[src/rtl/lpds_pkg.sv]
// Shared types and constants for the point-to-line distance sum block.
package lpds_pkg;

	// Default fraction width of the signed fixed-point coordinates
	localparam int FRAC_BITS_DEF = 16;

	// Field and datapath widths
	localparam int COORD_W   = 32;
	localparam int SUM_W     = 64;
	localparam int QUO_W     = 64;
	localparam int LIMB_W    = 32;
	localparam int MUL_W     = 33;
	localparam int PROD_W    = 2 * MUL_W;
	localparam int NUM_RAW_W = 130;
	localparam int CFG_IDX_W = 2;

	// Configuration register indexes
	localparam logic [CFG_IDX_W-1:0] REG_X_INTERCEPT = 2'd0;
	localparam logic [CFG_IDX_W-1:0] REG_X_SLOPE     = 2'd1;
	localparam logic [CFG_IDX_W-1:0] REG_Y_INTERCEPT = 2'd2;
	localparam logic [CFG_IDX_W-1:0] REG_Y_SLOPE     = 2'd3;

	// One hit point
	typedef struct packed {
		logic signed [COORD_W-1:0] point_x;
		logic signed [COORD_W-1:0] point_y;
		logic signed [COORD_W-1:0] point_z;
		logic                      final_point;
	} point_t;

	// One emitted sum
	typedef struct packed {
		logic [SUM_W-1:0] distance_sum;
		logic             sum_saturated;
	} result_t;

	// Divider status towards the sequencer
	typedef struct packed {
		logic done;
		logic sat;
	} div_stat_t;

endpackage

[src/rtl/lpds_mul.sv]
// Shared signed multiplier with a registered product.
module lpds_mul (
	input  logic                                clk,
	input  logic signed [lpds_pkg::MUL_W-1:0]  a,
	input  logic signed [lpds_pkg::MUL_W-1:0]  b,
	output logic signed [lpds_pkg::PROD_W-1:0] p_q
);

	// Register the full-width product
	always_ff @(posedge clk) begin
		p_q <= a * b;
	end

endmodule

[config.mk]
export PLATFORM = sky130hd
export DESIGN_NAME = lpds_mul
export DESIGN_NICKNAME = d
export VERILOG_FILES = /design/src/rtl/lpds_pkg.sv /design/src/rtl/lpds_mul.sv
export SDC_FILE = /design/constraint.sdc
export NUM_CORES = 2
export LEC_CHECK = 0
export BUFFER_PORTS_ARGS = -buffer_cell sky130_fd_sc_hd__buf_4
export CELL_PAD_IN_SITES_DETAIL_PLACEMENT = 1
export CELL_PAD_IN_SITES_GLOBAL_PLACEMENT = 1
export CORE_MARGIN = 2
export CORE_UTILIZATION = 41
export DETAILED_ROUTE_END_ITERATION = 16
export HOLD_SLACK_MARGIN = 0.1
export PLACE_DENSITY_LB_ADDON = 0.1
export SYNTH_ARGS = -nofsm -noshare
export SYNTH_HDL_FRONTEND = slang
export SYNTH_SLANG_ARGS = --single-unit
[constraint.sdc]
create_clock -name clk -period 22.5 [get_ports clk]
set_input_delay 5.625 -clock clk [delete_from_list [all_inputs] [get_ports clk]]
set_output_delay 5.625 -clock clk [all_outputs]
set_load 0.02 [all_outputs]
# Word level (Yosys, flattened, before mapping)
# Index checks and enable logic that the tools add are counted.
[word_totals]
regBits = 66
output_inout_bits = 66
word_cells = 2
[classes]
n_mul = 1
[op_table]
columns = ["op", "n"]
rows = [
  ["$mul A33 B33 Y66", 1],
]

# Depth between registers and ports, before layout
[logic_depth]
depth_word = 1
ltp_mapped = 27
depth_no_buf = 26

# Worst setup path before layout
# No wires, ideal clock.
[synth_timing]
kind = "in2reg"
from = "input a[32] (netlist name)"
to = "register p_q[62] (netlist name)"
setup_time_ps = 79
arrival_time_ps = 12782
slack_ps = 9639
cell_stages = 23
path_buffers = 2
path_cell_list = "clkbuf_1 nand2_1 inv_1 fa_1 fa_1 fa_1 fa_1 fa_1 fa_1 fa_1 inv_1 fa_1 inv_1 ha_1 clkbuf_1 and3_1 nand3_1 nand2b_1 a2111oi_4 a211oi_4 a21o_2 a21o_1 a211oi_2"
[synth_via]
elab_chain_cells = 1
[synth_lines]
columns = ["element", "line", "text"]
rows = [
  ["start: declaration", "lpds_mul.sv:4", "input logic signed [lpds_pkg::MUL_W-1:0] a,"],
  ["$mul A33 B33 Y66", "lpds_mul.sv:11", "p_q <= a * b;"],
  ["end signal: assignment", "lpds_mul.sv:11", ""],
  ["end: declaration", "lpds_mul.sv:6", "output logic signed [lpds_pkg::PROD_W-1:0] p_q"],
]
# Every way passes these cells.

# Final worst setup path
[layout_timing]
from = "input a[32] (netlist name)"
to = "register p_q[64] (netlist name)"
# Same word-level chain as after synthesis.

==> reports/metrics.csv <==
stage,metric,value,unit
status,status,"finished, final reports clean",
layout,largest_reg_flops,66,
global_routing,grt_pass1_vias,33000,
sta,max_freq,75.0,MHz
layout,top_register,p_q,
placed_design,hpwl,101000,microns
synth,netlist-cell-type-count,80,
worst_setup_path,cp.arrival,13.60,ns
min_path,hold_end,p_q[0]$_DFF_P_,
min_path,holdCritPathClass,primary input to register,
worst_setup_path,cp_max_fo,33,
synth,synth_edf_count,0,
routing,ant_nets,0,
run,drv_cap,0,
worst_setup_path,start_kind,primary input,
clock_tree,clk_pin_slew,0.07,ns
global_routing,grt_overflow,0,
clock_tree,cts_buffers,9,
routing,drt_wl_total,124000,microns
placed_design,routabilityCongestion,0.869,
floorplan,die-area,102000,sq um
synth,synth.largest_area_cell,fa_1,
synth,synth-main-ff-cell,dfxtp_1,
sta,period_minus_slack,13.34,ns
routing,wl_per_cell,22.2,microns
layout,final_layout_size_suffix_gt1_share,4.40,%
floorplan,die_w,319,microns
global_routing,grt_max_degree,34,
global_routing,antenna_found_initial,8,
synth,syn_inst,4338,
clock_tree,cts_setup_buffers,0,
sta,relSlewSlack,27.7,%
worst_setup_path,crit_required,22.76,ns
sta,rsz0062_at_grt,no,
clock_tree,cts_hold_buffers,0,
placed_design,io_buffers,132,
synth,syn_area,40700,sq um
layout,syn_to_final_growth,5.17,%
synth,synth_seq_area_share,3.24,%
synth,ys_warn_count,0,
synth,synth_area_leaders,"fa_1 (56%), inv_1 (10%), and2_1 (8.6%)",
floorplan,initial_core_util,41.4,%
routing,first_iter_violations,1128,
sta,post-route-period-util,59.3,%
synth,ys_ff_latch,66,
worst_setup_path,critPathMaxStageDelay,1.31,ns
layout,postLayoutCoreUtil,43.5,%
floorplan,rows,115,
layout,top_regs,p_q x66,
sta,worst_slew_pin_slew,1.08,ns
min_path,holdPathStages,2,
clock_tree,htreeDepth,3,
synth,syn_area_per_cell,9.39,sq um
floorplan,dieHeight,319,microns
routing,dr.pass1.iters,5,
routing,routed_via_density,5.09,
clock_tree,root_buffer,clkbuf_16,
synth,synthesis.nets,5767,
worst_setup_path,crit_chain,buf_4 > nand2_1 > inv_1 > fa_1 > fa_1 > fa_1 > fa_1 > fa_1 > fa_1 > fa_1 > inv_1 > fa_1 > inv_1 > ha_1 > nand4_1 > nor3_1 > o311ai_4 > nand3_2 > a211oi_1 > a311oi_1,
clock_tree,cts_buffer_depth,2,
placed_design,dpl.cell_count,5539,
clock_tree,clock_sinks,66,
clock_tree,postCtsResizedCells,0,
layout,nets,5692,
floorplan,ioPinCount,133,
floorplan,coreArea,98400,sq um
worst_setup_path,cp_slowest_cell,fa_1,
synth,synth_top_cell_area_share,56.3,%
min_path,min_from,b[0],
worst_setup_path,criticalPathCategory,primary input to register,
global_routing,grt_use_total,25.6,%
worst_setup_path,crit_top_cell,fa_1,
clock_tree,cts_tree,built,
global_routing,grt_pass1_wl,197000,microns
sta,setup_tns,0,ns
routing,drc,0,
worst_setup_path,critical_path.startpoint,a[32],
routing,via_count,28300,
layout,fin_cells,5557,
sta,hold_viol,0,
worst_setup_path,end_kind,register,
sta,drv_slew,0,
synth,async_flop_share,0,%
sta,setup_viol,0,
synthesized netlist by cell type (8+ instances only):
master / number
nand2b_1: 12
a31oi_1: 8
buf_2: 11
fa_1: 1145
inv_1: 1131
xor2_1: 25
nor2_1: 68
a21o_1: 36
a21oi_1: 57
nand3_1: 25
dfxtp_1: 66
and2_1: 562
clkbuf_1: 208
o21bai_1: 11
o21ai_0: 25
xnor2_1: 43
nand4_1: 11
nand2_1: 551
ha_1: 217
worst max-delay path by stage:
stage / end / slack (ns) / depth (start not counted)
final: p_q[64]$_DFF_P_ / 9.16 / 20
after global routing: p_q[63]$_DFF_P_ / 8.67 / 21
after CTS: p_q[62]$_DFF_P_ / 9.08 / 21
after detailed placement: p_q[63]$_DFF_P_ / 8.73 / 21
after global placement: p_q[64]$_DFF_P_ / 8.77 / 20
after floorplan: p_q[62]$_DFF_P_ / 9.64 / 23
per-stage QoR:
stage | instance area, sq um | hold WS (ns) | setup WS [ns]
floorplan | 40700 | 5.75 | 9.64
global placement | 42500 | 6.04 | 8.77
detailed placement | 42500 | 6.04 | 8.73
CTS | 42800 | 5.70 | 9.08
global route | 42800 | 5.72 | 8.67
finish | 42800 | 5.71 | 9.16
metal layers:
metal | share of wire [%] | vias to the layer above | track usage (%)
met5 | 0.021 | - | 0
met4 | 3.3 | 4 | 7.25
li1 | - | 12200 | -
met1 | 39 | 15500 | 31.4
met2 | 55 | 461 | 48.0
met3 | 2.5 | 144 | 1.77
placed cells by master, fill, tap and decap left out, types with 9 or more instances in the layout:
cell type / synthesis / routed
and2_1: 562 / 562
a21o_1: 36 / 36
inv_1: 1131 / 1131
a21oi_1: 57 / 57
nor2_1: 68 / 68
nand2_1: 551 / 551
fa_1: 1145 / 1145
xnor2_1: 43 / 43
nand3_1: 25 / 25
ha_1: 217 / 217
nand2b_1: 12 / 12
dfxtp_1: 66 / 66
clkbuf_16: 0 / 9
nand4_1: 11 / 11
buf_4: 0 / 135
o21bai_1: 11 / 11
o21ai_0: 25 / 25
xor2_1: 25 / 25
worst max-delay path, delay by kind of cell:
family          cells  cell delay, ns
compound gates      3            0.65
buf+inv             4            0.58
fa+ha+maj           9            5.56
simple gates        4            1.08
final cells by class:
class                      instances  area, sq um
timing repair buffer             135         1010
inverter                        1131         4250
fill                           11400        55600
clock inverter                     6         88.8
clock buffer                      10          239
sequential                        66         1320
tap                             1287         1610
multi-input combinational       2920        34300
antenna                            2         5.00
kinds of logic (layout without fill, tap and decap cells):
logic type                 Yosys count  in the layout  synth area share (%)
DFF                                 66             66                  3.24
AOI/OAI and AO/OA                  219            219                  4.07
and+or+nand+nor                   1271           1271                  15.8
other                                0              2                     0
xor gates and xnor gates            68             68                  1.46
adders and majority gates         1362           1362                  62.9
buffers and inverters             1352           1282                  12.5
Power is left out: the tool's default activity adds up to more than one toggle a clock period on the data nets, which glitch-free logic cannot reach.
