==> src/rtl/lpds_pkg.sv <==
// Shared types and constants for the point-to-line distance sum block.
package lpds_pkg;

	// Default fraction width of the signed fixed-point coordinates
	localparam int FRAC_BITS_DEF = 16;

	// Field and datapath widths
	localparam int COORD_W   = 32;
	localparam int SUM_W     = 64;
	localparam int QUO_W     = 64;
	localparam int LIMB_W    = 32;
	localparam int MUL_W     = 33;
	localparam int PROD_W    = 2 * MUL_W;
	localparam int NUM_RAW_W = 130;
	localparam int CFG_IDX_W = 2;

	// Configuration register indexes
	localparam logic [CFG_IDX_W-1:0] REG_X_INTERCEPT = 2'd0;
	localparam logic [CFG_IDX_W-1:0] REG_X_SLOPE     = 2'd1;
	localparam logic [CFG_IDX_W-1:0] REG_Y_INTERCEPT = 2'd2;
	localparam logic [CFG_IDX_W-1:0] REG_Y_SLOPE     = 2'd3;

	// One hit point
	typedef struct packed {
		logic signed [COORD_W-1:0] point_x;
		logic signed [COORD_W-1:0] point_y;
		logic signed [COORD_W-1:0] point_z;
		logic                      final_point;
	} point_t;

	// One emitted sum
	typedef struct packed {
		logic [SUM_W-1:0] distance_sum;
		logic             sum_saturated;
	} result_t;

	// Divider status towards the sequencer
	typedef struct packed {
		logic done;
		logic sat;
	} div_stat_t;

endpackage

==> src/rtl/lpds_div.sv <==
// Restoring divider, one quotient bit per cycle, with an overflow check up front.
module lpds_div #(
	parameter int NUM_W = lpds_pkg::NUM_RAW_W,
	parameter int DEN_W = lpds_pkg::SUM_W
) (
	input  logic                            clk,
	input  logic                            arst_n,
	input  logic                            start,
	input  logic [NUM_W-1:0]                num,
	input  logic [DEN_W-1:0]                den,
	output lpds_pkg::div_stat_t             stat,
	output logic [lpds_pkg::QUO_W-1:0]      quo
);

	localparam int QW    = lpds_pkg::QUO_W;
	localparam int HI_W  = NUM_W - QW;
	localparam int CMP_W = (HI_W > DEN_W) ? HI_W : DEN_W;
	localparam int CNT_W = $clog2(QW);

	typedef enum logic [1:0] {
		D_IDLE = 2'b01,
		D_RUN  = 2'b10
	} dstate_t;

	dstate_t            state_q;
	logic [CNT_W-1:0]   cnt_q;
	logic               done_q;
	logic               sat_q;
	logic [DEN_W-1:0]   rem_q;
	logic [DEN_W-1:0]   den_q;
	logic [QW-1:0]      lo_q;

	logic               hi_ge;
	logic [DEN_W:0]     trial;
	logic [DEN_W:0]     diff;
	logic               fits;
	logic [DEN_W-1:0]   rem_next;

	// Quotient would not fit in 64 bits when the upper numerator reaches the divisor
	assign hi_ge = CMP_W'(num[NUM_W-1:QW]) >= CMP_W'(den);

	// One trial subtraction per cycle
	always_comb begin
		trial    = {rem_q, lo_q[QW-1]};
		diff     = trial - {1'b0, den_q};
		fits     = trial >= {1'b0, den_q};
		rem_next = fits ? diff[DEN_W-1:0] : trial[DEN_W-1:0];
	end

	// Sequence the iterations
	always_ff @(posedge clk or negedge arst_n) begin
		if (!arst_n) begin
			state_q <= D_IDLE;
			cnt_q   <= '0;
			done_q  <= 1'b0;
			sat_q   <= 1'b0;
		end else begin
			done_q <= 1'b0;
			unique case (state_q)
				D_IDLE: begin
					if (start) begin
						sat_q <= hi_ge;
						cnt_q <= '0;
						if (hi_ge) begin
							done_q <= 1'b1;
						end else begin
							state_q <= D_RUN;
						end
					end
				end
				D_RUN: begin
					cnt_q <= cnt_q + CNT_W'(1);
					if (cnt_q == CNT_W'(QW - 1)) begin
						done_q  <= 1'b1;
						state_q <= D_IDLE;
					end
				end
				default: begin
					state_q <= D_IDLE;
				end
			endcase
		end
	end

	// Load operands, then shift quotient bits in behind the numerator bits
	always_ff @(posedge clk) begin
		if (state_q == D_IDLE && start) begin
			rem_q <= DEN_W'(num[NUM_W-1:QW]);
			lo_q  <= num[QW-1:0];
			den_q <= den;
		end else if (state_q == D_RUN) begin
			rem_q <= rem_next;
			lo_q  <= {lo_q[QW-2:0], fits};
		end
	end

	assign stat.done = done_q;
	assign stat.sat  = sat_q;
	assign quo       = lo_q;

endmodule

==> config.mk <==
export PLATFORM = sky130hd
export DESIGN_NAME = lpds_div
export DESIGN_NICKNAME = d
export VERILOG_FILES = /design/src/rtl/lpds_pkg.sv /design/src/rtl/lpds_div.sv
export SDC_FILE = /design/constraint.sdc
export NUM_CORES = 1
export LEC_CHECK = 0
export BUFFER_PORTS_ARGS = -buffer_cell sky130_fd_sc_hd__clkbuf_2
export CAP_MARGIN = 15
export CORE_MARGIN = 5
export CORE_UTILIZATION = 55
export CTS_BUF_LIST = sky130_fd_sc_hd__clkbuf_8 sky130_fd_sc_hd__clkbuf_16
export DETAILED_ROUTE_END_ITERATION = 16
export GPL_TIMING_DRIVEN = 0
export PLACE_DENSITY = 0.79
export SETUP_SLACK_MARGIN = 0.3
export SLEW_MARGIN = 20
export SYNTH_ARGS = -nofsm -noshare
export SYNTH_HDL_FRONTEND = slang
export SYNTH_SLANG_ARGS = --single-unit
==> constraint.sdc <==
create_clock -name clk -period 8.41 [get_ports clk]
set_input_delay 1.682 -clock clk [delete_from_list [all_inputs] [get_ports clk]]
set_output_delay 1.682 -clock clk [all_outputs]
set_load 0.02 [all_outputs]
### Word-level counts from Yosys, hierarchy flattened

Cells that the tools add are included.
Widths: inputs -> output; s select.

* bits of input ports: 197
* word-level logic and storage cells: 38
* output and inout port bits: 66
* flip-flop bits (word level): 202

* order comparisons: 2
* reductions and logical operators: 6
* equality and inequality tests: 6
* mux-type cells: 15
* add/subtract/negate cells: 2

Operator list (number)
* $mux 64: 5
* $ge 66x64->1: 1
* $ge 65x64->1: 1
* $sub 64x64->64: 1
* $pmux 6 s2: 1
* $add 6x1->6 const B: 1
* $eq 6x6->1 const B: 1
* $mux 2: 3
* $mux 6: 1
* $ne 2x2->1 const B: 3
* $pmux 2 s2: 1
* $reduce_and 2->1: 2
* $reduce_bool 2->1: 2
* $mux 1: 3
* $reduce_and 3->1: 1
* $eq 2x1->1 const B: 1
* $eq 2x2->1 const B: 1
* $pmux 1 s2: 1
* $logic_and 1x1->1: 1

### Logic depth before layout (Yosys ltp)

Gate-level depths: netlist of run 1.

* depth in word-level cells: 4
* depth in mapped cells: 15
* gate-level depth less buffers: 13

### Worst setup path after synthesis of run 1

No wires, ideal clock.

* path kind: in2reg
* from: input port start
* to: register lo_q[0], in the netlist quo[0], enable pin
* stages on the path: 3
* path slack: 2968 ps
* required time: 7901 ps
* path buffers: 1
* library setup time: 509 ps
* arrival: 4933 ps
* cell sequence: nand2_1 clkbuf_1 nand2b_1

* longest elaborated chain between the ends: 2

Ends and longest elaborated chain
* from (decl): RTL line lpds_div.sv:8 `input logic start,`
* $logic_and 1x1->1: RTL line lpds_div.sv:87 `if (state_q == D_IDLE && start) begin`
* $reduce_bool 2->1 (no source line)
* to (signal assigned): RTL line lpds_div.sv:89 `lo_q <= num[QW-1:0];`
* to (signal assigned): RTL line lpds_div.sv:93 `lo_q <= {lo_q[QW-2:0], fits};`
* to (decl): RTL line lpds_div.sv:31 `logic [QW-1:0] lo_q;`

No other way between the ends.
A chain may end at the register's enable or synchronous reset.

### Worst setup path after layout of run 1

* from: input port den[3]
* to: register done_q

* longest elaborated chain between the ends: 4

Ends and longest elaborated chain
* from (decl): RTL line lpds_div.sv:10 `input logic [DEN_W-1:0] den,`
* $ge 66x64->1: RTL line lpds_div.sv:40 `assign hi_ge = CMP_W'(num[NUM_W-1:QW]) >= CMP_W'(den);`
* $mux 1: RTL line lpds_div.sv:64 `if (hi_ge) begin`
* $mux 1: RTL line lpds_div.sv:61 `if (start) begin`
* $pmux 1 s2: RTL line lpds_div.sv:59 `unique case (state_q)`
* to (signal assigned): RTL line lpds_div.sv:58 `done_q <= 1'b0;`
* to (signal assigned): RTL line lpds_div.sv:65 `done_q <= 1'b1;`
* to (signal assigned): RTL line lpds_div.sv:74 `done_q <= 1'b1;`
* to (decl): RTL line lpds_div.sv:27 `logic done_q;`

No other way between the ends.

==> summary.txt, run 1 <==
total track usage: 28.2%
Core Util, Final: 66.4%
core area: 25300 sq um
ys async rst share: 4.95%
Synth Flop Type: edfxtp_1
min Tclk post-route: 4140 ps
RSZ-0062 raised after global routing: no
CTS H-tree depth: 1
count of state elements after synthesis: 202
status: finished, final reports clean
Post-DRT Antenna Nets: 0
top cells by area, synth: edfxtp_1 (41%), ha_1 (12%), nand2_1 (9.3%)
Starting Density: 56.2%
VDD IR-drop max: 0.258 mV
DRC: 0
first-pass GRT wire length: 66.6 mm
DP Area: 16000 sq um
crit path DAT: 4560 ps
crit path kind: input pin to flip-flop
Die Width: 171 um
reg2reg path depth: 13
most frequent cell after synthesis: nand2_1
hold path depth: 2
Period Utilization, post-route: 49.3%
Max Clock Freq: 241 MHz
Initial DRC Count: 1014
Worst-path clk slew: 60 ps
Rel. slew slack: 45.9%
drt wl/cell: 18.8 um
worst slack, placed: 3690 ps
Setup-failing EPs final: 0
Die H: 171 um
Slew @ Worst Pin: 811 ps
Worst Setup End Kind: flip-flop
setup slack, reg-to-reg: 4320 ps
reg2reg end: rem_q[41]$_DFFE_PP_
Min Hold Slack: 489 ps
die area: 29200 sq um
gp weighted congestion: 0.923
# hold bufs at CTS: 0
vias in the first global route: 13100
Area growth, synth to finish: 18.2%
Via-to-Cell Ratio: 5.78
Top Ports: 263
synth cell count leaders: nand2_1 (353), edfxtp_1 (192), inv_1 (157)
Ys Warns: 0
final hold violation count: 0
syn_area_per_cell: 8.81 sq um
total routed wirelength: 42.3 mm
CTS tree: yes
synthesized cell area: 14200 sq um
worst-path fanout max: 2
Clock Tree Root: clkbuf_16
layout cell share with drive strength beyond 1: 17.6%
clk sinks: 202
initial antenna violation count: 1
Hold Path Class: flip-flop to flip-flop
clk_lat worst skew: 540 ps
CP required: 8830 ps
final setup TNS: 0 ps
post-synth top area share: 40.5%
Critical Path Start Type: input pin
clock buffer depth: 3
Max Transition Viols Final: 0
hold endpoint: sat_q$_DFFE_PN0P_
Detail Placement HPWL: 32.7 mm
sequential area share after synthesis: 42.3%
Pleak: 7.99 nW
Distinct cells, synth: 65
largest net degree at the start of global routing: 50
total power: 7.50 mW
max_cap viols: 0
Post-Syn Nets: 1944
Fin Clk Skew: 16.2 ps
leading area contributor after synthesis: edfxtp_1
Num CTS Buffers: 24
Pwr Density: 445 nW/um^2
postcts setup bufs: 0
Post-synth EDFFs: 192
fin area: 16800 sq um
# fillers: 2112
Hold Path Origin: sat_q$_DFFE_PN0P_
Final WS setup: 4270 ps
Post-CTS Resized: 0
fin cells: 2254
synthesized instance count: 1615
Final nets: 2235
Placed Cells: 2210
via count: 13000
First-pass DRT Iterations: 6
GRT overflow: 0
Port Buffer Count: 262
r2r startpoint: rem_q[0]$_DFFE_PP_
Site Rows: 58
## worst max path at each step
stage	start	to	slack [ps]	depth (start not counted)
2_1_floorplan	start	quo[0]$_DFFE_PP_	2970	3
3_3_place_gp	start	quo[48]$_DFFE_PP_	950	4
3_5_place_dp	den[3]	done_q$_DFF_PN0_	3690	13
4_1_cts	den[3]	done_q$_DFF_PN0_	4250	13
5_1_grt	rem_q[0]$_DFFE_PP_	rem_q[48]$_DFFE_PP_	4120	13
6_report	den[3]	done_q$_DFF_PN0_	4270	13
## per-layer routing
layer  track usage [%]  vias up  part of all wire [%]
li1                  -     6294                     -
met1              37.0     6069                    41
met2              47.5      593                    47
met3              5.41       79                   9.0
met4              9.16        0                   3.1
met5                 0        -                     0
## logic make-up (layout without fill, tap and decap cells)
family          Yosys count  count (layout)  synth area share (%)
fa+ha+maj               132             132                  11.7
simple gates            603             603                  18.3
flops                   202             202                  42.3
mux                       7               7                 0.510
other cells               0               1                     0
xor+xnor                 58              58                  3.57
compound gates          383             383                  17.4
buf+inv                 230             538                  6.33
## state kept, by name, indices dropped and copies added (netlist names)
register	count
cnt_q	6
den_q	64
done_q	1
quo	64
rem_q	64
sat_q	1
state_q	2
## final cells by class
| type | instances | area [sq um] | share of cell area [%] |
|---|---|---|---|
| flip-flops and latches | 202 | 6020 | 35.8 |
| well taps | 330 | 413 | 2.45 |
| repair buffers | 265 | 1390 | 8.24 |
| inverters | 157 | 589 | 3.50 |
| plain buffers | 73 | 315 | 1.87 |
| diodes | 1 | 2.50 | 0.0149 |
| multi-input cells | 1183 | 7320 | 43.5 |
| clock inverters | 17 | 154 | 0.915 |
| clock buffers | 26 | 628 | 3.73 |
## power breakdown
group / internal [mW] / switching (mW) / leakage, nW
logic: 1.60 / 2.83 / 5.62
clock network: 0.600 / 0.431 / 0.399
registers: 1.81 / 0.233 / 1.97
## layout by cell type (no fill, tap or decap), drive strengths merged, types with 6 or more instances in the layout
cell type | netlist | final
a211oi | 6 | 6
a21o | 58 | 58
a21oi | 118 | 118
a31oi | 46 | 46
and3 | 9 | 9
buf | 26 | 29
clkbuf | 47 | 335
clkinv | 0 | 7
dfrtp | 9 | 9
edfxtp | 192 | 192
ha | 131 | 131
inv | 157 | 163
nand2 | 355 | 355
nand2b | 9 | 9
nand3 | 26 | 26
nand4 | 38 | 38
nor2 | 106 | 106
nor2b | 11 | 11
nor3 | 14 | 14
nor4 | 9 | 9
o211ai | 20 | 20
o21a | 15 | 15
o21ai | 52 | 52
o21bai | 20 | 20
o31ai | 9 | 9
or3 | 7 | 7
xnor2 | 42 | 42
xor2 | 16 | 16
## worst max-delay path, cell delays in order
cell	delay, ps
clkbuf_2	100
inv_1	50
ha_1	290
a21o_1	160
a21o_1	170
a21oi_1	170
o211ai_1	180
a221oi_1	580
o221ai_1	330
a21oi_1	380
o31a_1	220
nand2b_1	150
a21oi_1	100
Note: power is estimated with default switching activity, not from simulation.
==> inputs of run 2 (changes only) <==
Clock period 8.41 ns to 4.25 ns, I/O delays scaled along.
==> run 2 against run 1 <==
Clock power rose by 100%; die area did not move; critical path depth fell by 2; global-route usage barely moved; utilization rose by 0.12 points; first-iteration DRC count rose by 2.0%; hold slack got worse by 320 ps; total power rose by 98%; sequential share of layout area fell by 0.064 points; largest cell class unchanged.
==> summary.txt, run 2 (synthesized netlist as in run 1, its figures left out) <==
worst slack, placed: 307 ps
VDD IR-drop max: 0.502 mV
core area: 25300 sq um
Final nets: 2235
reg2reg end: rem_q[45]$_DFFE_PP_
Final WS setup: 414 ps
vias in the first global route: 13100
CTS H-tree depth: 1
status: finished, final reports clean
Hold Path Class: input pin to async pin
GRT met2 Usage: 47.0%
clk_lat worst skew: 550 ps
fin area: 16900 sq um
total track usage: 28.2%
Fin Clk Skew: 29.3 ps
Post-DRT Antenna Nets: 0
Max Transition Viols Final: 0
global-route layer with the greatest usage: met2
min Tclk post-route: 3840 ps
reg2reg path depth: 11
RSZ-0062 raised after global routing: no
Clock Tree Root: clkbuf_16
Critical Path Start Type: flip-flop
Pleak: 8.01 nW
Setup-failing EPs final: 0
via count: 13100
Min Hold Slack: 169 ps
Rel. slew slack: 39.6%
GRT overflow: 0
Die H: 171 um
Initial DRC Count: 1034
initial antenna violation count: 1
leading cell types in the layout, fill and taps excluded: nand2_1 (352), clkbuf_2 (266), edfxtp_1 (192)
Port Buffer Count: 262
setup slack, reg-to-reg: 410 ps
drt wl/cell: 18.8 um
layout cell share with drive strength beyond 1: 17.9%
largest net degree at the start of global routing: 50
Area growth, synth to finish: 18.4%
Period Utilization, post-route: 90.3%
met1 Use GR: 36.6%
postcts setup bufs: 0
DRC: 0
DP Area: 16000 sq um
clock buffer depth: 3
Num CTS Buffers: 24
Site Rows: 58
total routed wirelength: 42.3 mm
Core Util, Final: 66.6%
Detail Placement HPWL: 32.9 mm
Via-to-Cell Ratio: 5.80
# fillers: 2105
Top Ports: 263
first-pass GRT wire length: 66.6 mm
CTS tree: yes
Worst Setup End Kind: flip-flop
final hold violation count: 0
Worst-path clk slew: 60 ps
gp weighted congestion: 0.935
clk sinks: 202
crit path kind: flip-flop to flip-flop
die area: 29200 sq um
First-pass DRT Iterations: 7
r2r startpoint: rem_q[3]$_DFFE_PP_
Max Clock Freq: 261 MHz
CP required: 4520 ps
Slew @ Worst Pin: 905 ps
worst-path fanout max: 5
crit path DAT: 4110 ps
Pwr Density: 882 nW/um^2
Die Width: 171 um
Starting Density: 56.2%
total power: 14.9 mW
max_cap viols: 0
commonest non-fill, non-tap cell in the layout: nand2_1
met3 usage: 6.91%
[run 2: what timing repair did]
action	CTS	global route
endpoints found under the setup margin	10	51
gates resized for setup	1	10
hold buffers	0	0
[run 2: power breakdown]
part	internal, mW	total (mW)	switching (mW)	leakage (nW)
clock network	1.22	2.08	0.854	0.402
logic	3.17	8.77	5.60	5.64
registers	3.58	4.02	0.442	1.97
total	7.97	14.9	6.89	8.01
[run 2: layout make-up]
type	count	area [sq um]	share of cell area (%)
Antenna cell	1	2.50	0.0148
Buffer	73	324	1.92
Clock buffer	28	656	3.89
Clock inverter	15	143	0.846
Inverter	157	589	3.50
Multi-Input combinational cell	1183	7330	43.5
Sequential cell	202	6020	35.7
Tap cell	330	413	2.45
Timing Repair Buffer	265	1390	8.22
[run 2: worst max-delay path, stage by stage, from the launching register on]
cell and delay [ps]:
edfxtp_1 400, ha_1 390, nand3_1 120, o21bai_1 210
a31oi_2 260, a32oi_1 230, o31ai_1 660, a21boi_0 360
o21ai_0 450, a21oi_1 150, xnor2_1 200, o211ai_1 120
[run 2: routing by layer]
layer,vias up,part of all wire (%)
met1,6089,41
met2,608,46
met4,0,3.1
met5,-,0
li1,6298,-
met3,71,10
[run 2: per-stage QoR]
| stage | std cells | TNS (ps) |
|---|---|---|
| finish | 2254 | 0 |
| global route | 2254 | 0 |
| CTS | 2253 | 0 |
| detailed placement | 2210 | 0 |
| global placement | 2207 | -134510 |
| floorplan | 1615 | 0 |
[run 2: worst max path at each step]
stage / start / endpoint / slack [ps] / cells after the start
2_1_floorplan: start / den_q[0]$_DFFE_PP_ / 530 / 4
3_3_place_gp: start / quo[58]$_DFFE_PP_ / -1300 / 7
3_5_place_dp: rem_q[0]$_DFFE_PP_ / rem_q[59]$_DFFE_PP_ / 310 / 13
4_1_cts: rem_q[0]$_DFFE_PP_ / rem_q[10]$_DFFE_PP_ / 320 / 13
5_1_grt: rem_q[0]$_DFFE_PP_ / rem_q[58]$_DFFE_PP_ / 300 / 13
6_report: rem_q[3]$_DFFE_PP_ / rem_q[45]$_DFFE_PP_ / 410 / 11
